### config.mk
export PLATFORM = sky130hd
export DESIGN_NAME = priority_schedule_builder
export DESIGN_NICKNAME = d
export VERILOG_FILES = /design/src/sv/psb_pkg.sv /design/src/sv/psb_cell.sv /design/src/sv/priority_schedule_builder.sv
export SDC_FILE = /design/constraint.sdc
export NUM_CORES = 2
export LEC_CHECK = 0
export ABC_AREA = 1
export BUFFER_PORTS_ARGS = -buffer_cell sky130_fd_sc_hd__clkbuf_2
export CAP_MARGIN = 10
export CORE_ASPECT_RATIO = 1.75
export CORE_UTILIZATION = 57
export CTS_CLUSTER_DIAMETER = 50
export DETAILED_ROUTE_END_ITERATION = 7
export PLACE_DENSITY = 0.76
export SYNTH_ARGS = -nofsm -noshare
export SYNTH_HDL_FRONTEND = slang
export SYNTH_SLANG_ARGS = --single-unit
### constraint.sdc
create_clock -name clk_i -period 5.7 [get_ports clk_i]
set_input_delay 0.57 -clock clk_i [delete_from_list [all_inputs] [get_ports clk_i]]
set_output_delay 0.57 -clock clk_i [all_outputs]
set_load 0.1 [all_outputs]
### src/sv/psb_pkg.sv
// Package for the priority schedule builder: beat types, table entry type
// and shared constants. No dependencies.
`default_nettype none

package psb_pkg;

  localparam int unsigned MAX_PROCS_DEF = 32;
  localparam int unsigned IDX_W         = 5;
  localparam int unsigned TIME_W        = 22;
  localparam int unsigned SEG_MAX       = 63;

  typedef struct packed {
    logic [7:0]  proc_id;
    logic [15:0] ready_time;
    logic [15:0] burst_length;
    logic [7:0]  priority_level;
    logic        last_process;
  } in_beat_t;

  typedef struct packed {
    logic [7:0]        segment_id;
    logic [TIME_W-1:0] segment_start;
    logic [15:0]       segment_length;
    logic              segment_last;
  } out_beat_t;

  typedef struct packed {
    logic             valid;
    logic             pending;
    logic [IDX_W-1:0] idx;
    logic [7:0]       pid;
    logic [15:0]      arrive;
    logic [15:0]      remain;
    logic [7:0]       prio;
  } entry_t;

endpackage

`default_nettype wire

### src/sv/psb_cell.sv
// One cell of the process ring: holds one table entry and hands it on.
// Depends on psb_pkg.
`default_nettype none

module psb_cell (
  input  wire             clk_i,
  input  wire             rst_ni,
  input  wire             shift_i,
  input  wire             clear_i,
  input  psb_pkg::entry_t d_i,
  output psb_pkg::entry_t q_o
);

  psb_pkg::entry_t ent_q;

  always_ff @(posedge clk_i or negedge rst_ni) begin
    if (!rst_ni) begin
      ent_q <= '0;
    end else if (clear_i) begin
      ent_q.valid   <= 1'b0;
      ent_q.pending <= 1'b0;
    end else if (shift_i) begin
      ent_q <= d_i;
    end
  end

  assign q_o = ent_q;

endmodule

`default_nettype wire

### src/sv/priority_schedule_builder.sv
// Priority schedule builder top level: ring of entry cells plus the scan
// unit at its head. Depends on psb_pkg and psb_cell.
// Loading accepts one beat per cycle. After the last beat each segment costs
// a selection pass over the ring, a decide step, a second pass in preemptive
// mode and a produce step; an idle gap costs a selection pass and a decide step.
// A segment is released when the next one is produced or the schedule ends;
// input stalls until the final beat is handed over.
// Reset empties the ring, clears preemptive mode and returns to loading.
`default_nettype none

module priority_schedule_builder #(
  parameter int unsigned MaxProcs = psb_pkg::MAX_PROCS_DEF
) (
  input  wire                clk_i,
  input  wire                rst_ni,
  input  wire                in_valid_i,
  output logic               in_stall_o,
  input  psb_pkg::in_beat_t  in_data_i,
  output logic               out_valid_o,
  input  wire                out_stall_i,
  output psb_pkg::out_beat_t out_data_o,
  input  wire                cfg_we_i,
  input  wire                cfg_wdata_i
);

  localparam int unsigned CntW = $clog2(MaxProcs);
  localparam int unsigned LdW  = $clog2(MaxProcs + 1);
  localparam int unsigned TW   = psb_pkg::TIME_W;

  typedef enum logic [2:0] {
    ST_LOAD, ST_SCAN, ST_DECIDE, ST_CUT, ST_PRODUCE, ST_FINAL
  } state_e;

  state_e state_q;
  logic            mode_q;
  logic [LdW-1:0]  count_q;
  logic [CntW-1:0] cnt_q;
  logic [TW-1:0]   clock_q, next_q, cut_q;
  logic [5:0]      k_q;
  logic            any_q, found_q;
  psb_pkg::entry_t pick_q;
  logic            upd_v_q, upd_done_q;
  logic [psb_pkg::IDX_W-1:0] upd_idx_q;
  logic [15:0]     upd_rem_q;
  logic            hold_v_q;
  psb_pkg::out_beat_t hold_q, out_q, fin_beat;
  logic            out_v_q;

  psb_pkg::entry_t chain [MaxProcs];
  psb_pkg::entry_t head, feed, new_ent;
  logic shift, clear, accept, out_free, better, cut_hit;
  logic [15:0] seg_len;

  // entry at the head, with last segment's outcome folded in
  always_comb begin
    head = chain[0];
    if (upd_v_q && head.valid && head.idx == upd_idx_q) begin
      if (upd_done_q) head.pending = 1'b0;
      else            head.remain  = upd_rem_q;
    end
  end

  always_comb begin
    new_ent.valid   = 1'b1;
    new_ent.pending = 1'b1;
    new_ent.idx     = psb_pkg::IDX_W'(count_q);
    new_ent.pid     = in_data_i.proc_id;
    new_ent.arrive  = in_data_i.ready_time;
    new_ent.remain  = in_data_i.burst_length;
    new_ent.prio    = in_data_i.priority_level;
  end

  // held segment marked as the final one of the schedule
  always_comb begin
    fin_beat              = hold_q;
    fin_beat.segment_last = 1'b1;
  end

  assign accept     = in_valid_i && !in_stall_o;
  assign in_stall_o = (state_q != ST_LOAD);
  assign shift      = (state_q == ST_SCAN) || (state_q == ST_CUT) ||
                      (accept && count_q < LdW'(MaxProcs));
  assign feed       = (state_q == ST_LOAD) ? new_ent : head;
  assign out_free   = !out_v_q || !out_stall_i;
  assign clear      = (state_q == ST_FINAL) && (!hold_v_q || out_free);

  for (genvar g = 0; g < MaxProcs; g++) begin : g_cell
    psb_cell u_cell (
      .clk_i   (clk_i),
      .rst_ni  (rst_ni),
      .shift_i (shift),
      .clear_i (clear),
      .d_i     ((g == MaxProcs - 1) ? feed : chain[(g + 1) % MaxProcs]),
      .q_o     (chain[g])
    );
  end

  // priority, then arrival, then load order
  always_comb begin
    if (head.prio != pick_q.prio)          better = head.prio < pick_q.prio;
    else if (head.arrive != pick_q.arrive) better = head.arrive < pick_q.arrive;
    else                                   better = head.idx < pick_q.idx;
  end

  assign cut_hit = head.valid && head.pending && head.idx != pick_q.idx &&
                   head.prio < pick_q.prio && TW'(head.arrive) > clock_q &&
                   TW'(head.arrive) < cut_q;
  assign seg_len = 16'(cut_q - clock_q);

  always_ff @(posedge clk_i or negedge rst_ni) begin
    if (!rst_ni) begin
      state_q  <= ST_LOAD;
      mode_q   <= 1'b0;
      count_q  <= '0;
      cnt_q    <= '0;
      k_q      <= '0;
      any_q    <= 1'b0;
      found_q  <= 1'b0;
      upd_v_q  <= 1'b0;
      hold_v_q <= 1'b0;
      out_v_q  <= 1'b0;
    end else begin
      if (cfg_we_i) mode_q <= cfg_wdata_i;
      if (out_v_q && !out_stall_i) out_v_q <= 1'b0;
      unique case (state_q)
        ST_LOAD: begin
          if (accept) begin
            if (count_q < LdW'(MaxProcs)) count_q <= count_q + 1'b1;
            if (in_data_i.last_process) begin
              state_q  <= ST_SCAN;
              clock_q  <= '0;
              k_q      <= '0;
              hold_v_q <= 1'b0;
              upd_v_q  <= 1'b0;
              any_q    <= 1'b0;
              found_q  <= 1'b0;
              cnt_q    <= '0;
            end
          end
        end
        ST_SCAN: begin
          if (head.valid && head.pending) begin
            any_q <= 1'b1;
            if (!any_q || TW'(head.arrive) < next_q) next_q <= TW'(head.arrive);
            if (TW'(head.arrive) <= clock_q && (!found_q || better)) begin
              found_q <= 1'b1;
              pick_q  <= head;
            end
          end
          cnt_q <= cnt_q + 1'b1;
          if (cnt_q == CntW'(MaxProcs - 1)) begin
            cnt_q   <= '0;
            upd_v_q <= 1'b0;
            state_q <= ST_DECIDE;
          end
        end
        ST_DECIDE: begin
          priority if (!any_q) begin
            state_q <= ST_FINAL;
          end else if (!found_q) begin
            clock_q <= next_q;
            any_q   <= 1'b0;
            state_q <= ST_SCAN;
          end else begin
            cut_q   <= clock_q + TW'(pick_q.remain);
            state_q <= mode_q ? ST_CUT : ST_PRODUCE;
          end
        end
        ST_CUT: begin
          if (cut_hit) cut_q <= TW'(head.arrive);
          cnt_q <= cnt_q + 1'b1;
          if (cnt_q == CntW'(MaxProcs - 1)) begin
            cnt_q   <= '0;
            state_q <= ST_PRODUCE;
          end
        end
        ST_PRODUCE: begin
          if (!hold_v_q || out_free) begin
            if (hold_v_q) begin
              out_q   <= hold_q;
              out_v_q <= 1'b1;
            end
            hold_v_q                <= 1'b1;
            hold_q.segment_id       <= pick_q.pid;
            hold_q.segment_start    <= clock_q;
            hold_q.segment_length   <= seg_len;
            hold_q.segment_last     <= 1'b0;
            upd_v_q                 <= 1'b1;
            upd_idx_q               <= pick_q.idx;
            upd_done_q              <= (seg_len == pick_q.remain);
            upd_rem_q               <= pick_q.remain - seg_len;
            clock_q                 <= cut_q;
            k_q                     <= k_q + 1'b1;
            any_q                   <= 1'b0;
            found_q                 <= 1'b0;
            state_q <= (k_q == 6'(psb_pkg::SEG_MAX - 1)) ? ST_FINAL : ST_SCAN;
          end
        end
        ST_FINAL: begin
          if (!hold_v_q || out_free) begin
            if (hold_v_q) begin
              out_q   <= fin_beat;
              out_v_q <= 1'b1;
            end
            hold_v_q <= 1'b0;
            upd_v_q  <= 1'b0;
            count_q  <= '0;
            state_q  <= ST_LOAD;
          end
        end
        default: state_q <= ST_LOAD;
      endcase
    end
  end

  assign out_valid_o = out_v_q;
  assign out_data_o  = out_q;

endmodule

`default_nettype wire

==> impl_metrics.toml <==
[run_status]
run_status = "complete, no violations"

[route]
ant_nets = 0
route.detailed.wl_per_inst_um = 16.4
drt_iter0_drc = 4435
route.detailed.drc = 0
first_pass_iters = 8
wirelength_um = 163000
vias = 52300
avgViaCountPerCell = 5.25

[grt]
grt.overflow.total = 0
globalRouteTotalUtil_pct = 24.1
maximum_number_of_pins_on_one_net_before_global_route_repair = 300
antenna_found_initial = 11
grt_pass1_vias = 51600
global_route_wire_length_before_repair_um = 269000
grtUsageMet2_pct = 40.0
global_route_met1_usage_pct = 32.8
met3_usage_pct = 2.97
top_usage_layer = "met2"

[sta]
final_period_minus_worst_setup_slack_ns = 3.86
final-max-slew-violation-count = 0
setup-violations-final = 0
fin_crit_sh_pct = 67.8
final_hold_viol_count = 0
achievable-frequency_mhz = 259
worst_pin_slew_ns = 1.29
fin_tns_setup_ns = 0
final_clock_skew_ns = 0.0240
rsz0062_at_grt = "no"
worst_slew_margin_rel_pct = 13.8

[layout]
design_area_um2 = 86300
synthToLayoutAreaGrowth_pct = 9.70
final_layout_size_suffix_gt1_share_pct = 5.58
final_nets = 8175
layoutNonFillerInstCount = 9963

[clocking]
clockBufferDepth = 3
worst_setup_hold_path_clk_slew_ns = 0.07
cts_inserted_buffers = 170
insertion_delay_ns = 0.79
tritoncts_num_sinks = 2014
htree_levels = 4
buffers_inserted_by_post_cts_timing_repair = 0
cts_root_buf = "sky130_fd_sc_hd__clkbuf_16"
clock_tree_from_tritoncts = "done"

[die]
top_level_ports = 104
die_ar_um2 = 140000
die_w_um = 283
floorplan_row_count = 180
core_footprint_um2 = 137000
initial_core_util_pct = 57.4
dieHeight_um = 494

[worst_setup_path]
cpMaxStageDelayCell = "sky130_fd_sc_hd__nand2_2"
worst-endpoint-arrival_ns = 4.47
cp_common_cell = "sky130_fd_sc_hd__inv_2"
timing_worst_setup_path_type = "reg2reg"
max_incr_delay_on_cp_ns = 0.96
worstSetupStartpointType = "flop"
crit_path_end_kind = "flop"
crit_path_required_time_ns = 6.30
crit_path_max_fanout = 123
worstPathCellList = "nor2_2 -> inv_2 -> nor2_8 -> inv_4 -> nor3_4 -> inv_2 -> nand2_8 -> inv_8 -> nand2_2 -> o22ai_1"

[synth]
asyncSetResetFlopFracSynth_pct = 88.7
synthesis.instances = 8077
synth-seq-cells = 2014
synth.avg_cell_area_um2 = 9.74
yosys_warnings = 0
post_synth_num_cell_types = 47
synth_enable_flop_cells = 228
share_of_synthesized_area_occupied_by_flip_flops_and_latches_pct = 65.5
synth.cell_area_um2 = 78700
syn-num-nets = 8252
synthFlopType = "sky130_fd_sc_hd__dfrtp_1"

[flow_run]
timing.max_cap.violations = 0

[pwr]
power.total_w = 0.0479
powerDensity_nw_per_um2 = 555
irDropWorstVdd_v = 0.000817
static-leakage-power_nw = 40.3

[placed_design]
portBuffers = 103
placement.cell_area_um2 = 80400
gp_congestion = 0.969
place.detailed.hpwl_um = 104000
numPlacedInstances = 9647

[worst_hold_path]
hold_class = "in2reg"
## metrics by stage
stage | util [%] | hold WS, ns | worst slack [ns]
floorplan | - | 0.274 | 0.895
global placement | 58.6 | 0.401 | 2.01
detailed placement | 58.6 | 0.405 | 1.90
CTS | 62.9 | 0.0445 | 1.84
global route | 62.9 | 0.111 | 1.46
finish | 62.9 | 0.103 | 1.84
## synthesized netlist by cell type (3+ instances only)
master / number / area [um^2]
sky130_fd_sc_hd__a211oi_1: 5 / 37.5
sky130_fd_sc_hd__a21boi_0: 4 / 30.0
sky130_fd_sc_hd__a21oi_1: 113 / 566
sky130_fd_sc_hd__a31oi_1: 7 / 43.8
sky130_fd_sc_hd__buf_2: 218 / 1090
sky130_fd_sc_hd__clkbuf_1: 191 / 717
sky130_fd_sc_hd__dfrtp_1: 1786 / 44700
sky130_fd_sc_hd__edfxtp_1: 228 / 6850
sky130_fd_sc_hd__fa_1: 3 / 60.1
sky130_fd_sc_hd__ha_1: 117 / 1460
sky130_fd_sc_hd__inv_1: 1072 / 4020
sky130_fd_sc_hd__inv_2: 5 / 18.8
sky130_fd_sc_hd__nand2_1: 2301 / 8640
sky130_fd_sc_hd__nand3_1: 91 / 455
sky130_fd_sc_hd__nand3b_1: 6 / 45.0
sky130_fd_sc_hd__nand4_1: 24 / 150
sky130_fd_sc_hd__nor2_1: 107 / 402
sky130_fd_sc_hd__nor3_1: 15 / 75.1
sky130_fd_sc_hd__o211ai_1: 37 / 278
sky130_fd_sc_hd__o21a_1: 4 / 30.0
sky130_fd_sc_hd__o21ai_0: 1516 / 7590
sky130_fd_sc_hd__o21ai_1: 81 / 405
sky130_fd_sc_hd__o21bai_1: 5 / 37.5
sky130_fd_sc_hd__o22ai_1: 82 / 513
sky130_fd_sc_hd__o31ai_1: 3 / 22.5
sky130_fd_sc_hd__or2_2: 5 / 31.3
sky130_fd_sc_hd__xnor2_1: 5 / 43.8
sky130_fd_sc_hd__xor2_1: 19 / 166
## where the power goes
part | switching, W | internal, W
logic | 0.0104 | 0.00386
registers | 0.00212 | 0.0194
clock network | 0.00527 | 0.00685
## registers in the layout, summed over array words and instances, names as in the netlist, 5 cells and up
register           flops
clock_q               22
cnt_q                  5
count_q                6
cut_q                 22
fin_beat              46
g_cell.u_cell.q_o   1760
k_q                    6
next_q                16
out_data_o            47
pick_q                53
upd_idx_q              5
upd_rem_q             16
## area by class of cell
cell class / instances / area, um^2
Antenna cell: 5 / 12.5
Clock buffer: 237 / 4870
Clock inverter: 73 / 986
Fill cell: 10700 / 50800
Inverter: 1080 / 4060
Multi-Input combinational cell: 4572 / 21300
Sequential cell: 2014 / 51500
Tap cell: 1820 / 2280
Timing Repair Buffer: 162 / 1250
## critical path: cells and delay by family, from the launching register on
kind	cells	cell delay, ns
AO/OA/AOI/OAI	1	0.16
buffers and inverters	4	0.81
flip-flops	1	0.43
AND/OR/NAND/NOR	5	2.09
## cell usage in the layout (no fill, tap or decap), types with 102 or more instances in the layout
cell	count
sky130_fd_sc_hd__ha_1	117
sky130_fd_sc_hd__nor2_1	106
sky130_fd_sc_hd__dfrtp_1	1786
sky130_fd_sc_hd__edfxtp_1	228
sky130_fd_sc_hd__clkbuf_16	175
sky130_fd_sc_hd__nand2_1	2300
sky130_fd_sc_hd__o21ai_0	1516
sky130_fd_sc_hd__a21oi_1	113
sky130_fd_sc_hd__clkbuf_2	102
sky130_fd_sc_hd__inv_1	1072
## kinds of logic after synthesis
kind of cell	after synthesis	synth area share [%]
flip-flops	2014	65.5
buffers and inverters	1491	7.46
XOR/XNOR	24	0.267
adder cells (fa/ha/maj)	120	1.94
AND/OR/NAND/NOR	2560	12.6
AO/OA/AOI/OAI	1868	12.3
## routing by layer
metal	wire, um	vias up
li1	-	25400
met1	71100	25600
met2	80700	937
met3	5840	277
met4	5530	0
met5	0	-
## worst paths after layout
check | start | to | slack (ns) | depth (start not counted)
max reg2reg | state_q[1]$_DFFE_PN0P_ | g_cell[22].u_cell.q_o[53]$_DFFE_PN0P_ | 1.84 | 10
max | state_q[1]$_DFFE_PN0P_ | g_cell[22].u_cell.q_o[53]$_DFFE_PN0P_ | 1.84 | 10
max in group asynchronous | rst_ni | g_cell[20].u_cell.q_o[8]$_DFFE_PN0P_ | 3.19 | 4
min in group asynchronous | rst_ni | g_cell[23].u_cell.q_o[2]$_DFFE_PN0P_ | 0.35 | 2
min | in_data_i[2] | g_cell[31].u_cell.q_o[1]$_DFFE_PN0P_ | 0.10 | 3
min reg2reg | fin_beat[2]$_DFFE_PP_ | out_data_o[2]$_DFFE_PP_ | 0.42 | 0
## repair_timing
| action | CTS | global route |
|---|---|---|
| endpoints found under the hold margin | 76 | 0 |
| hold buffers | 1 | 0 |
| endpoints found under the setup margin | 0 | 0 |
| resized for setup | 0 | 0 |
Note: power is estimated with default switching activity, not from simulation.
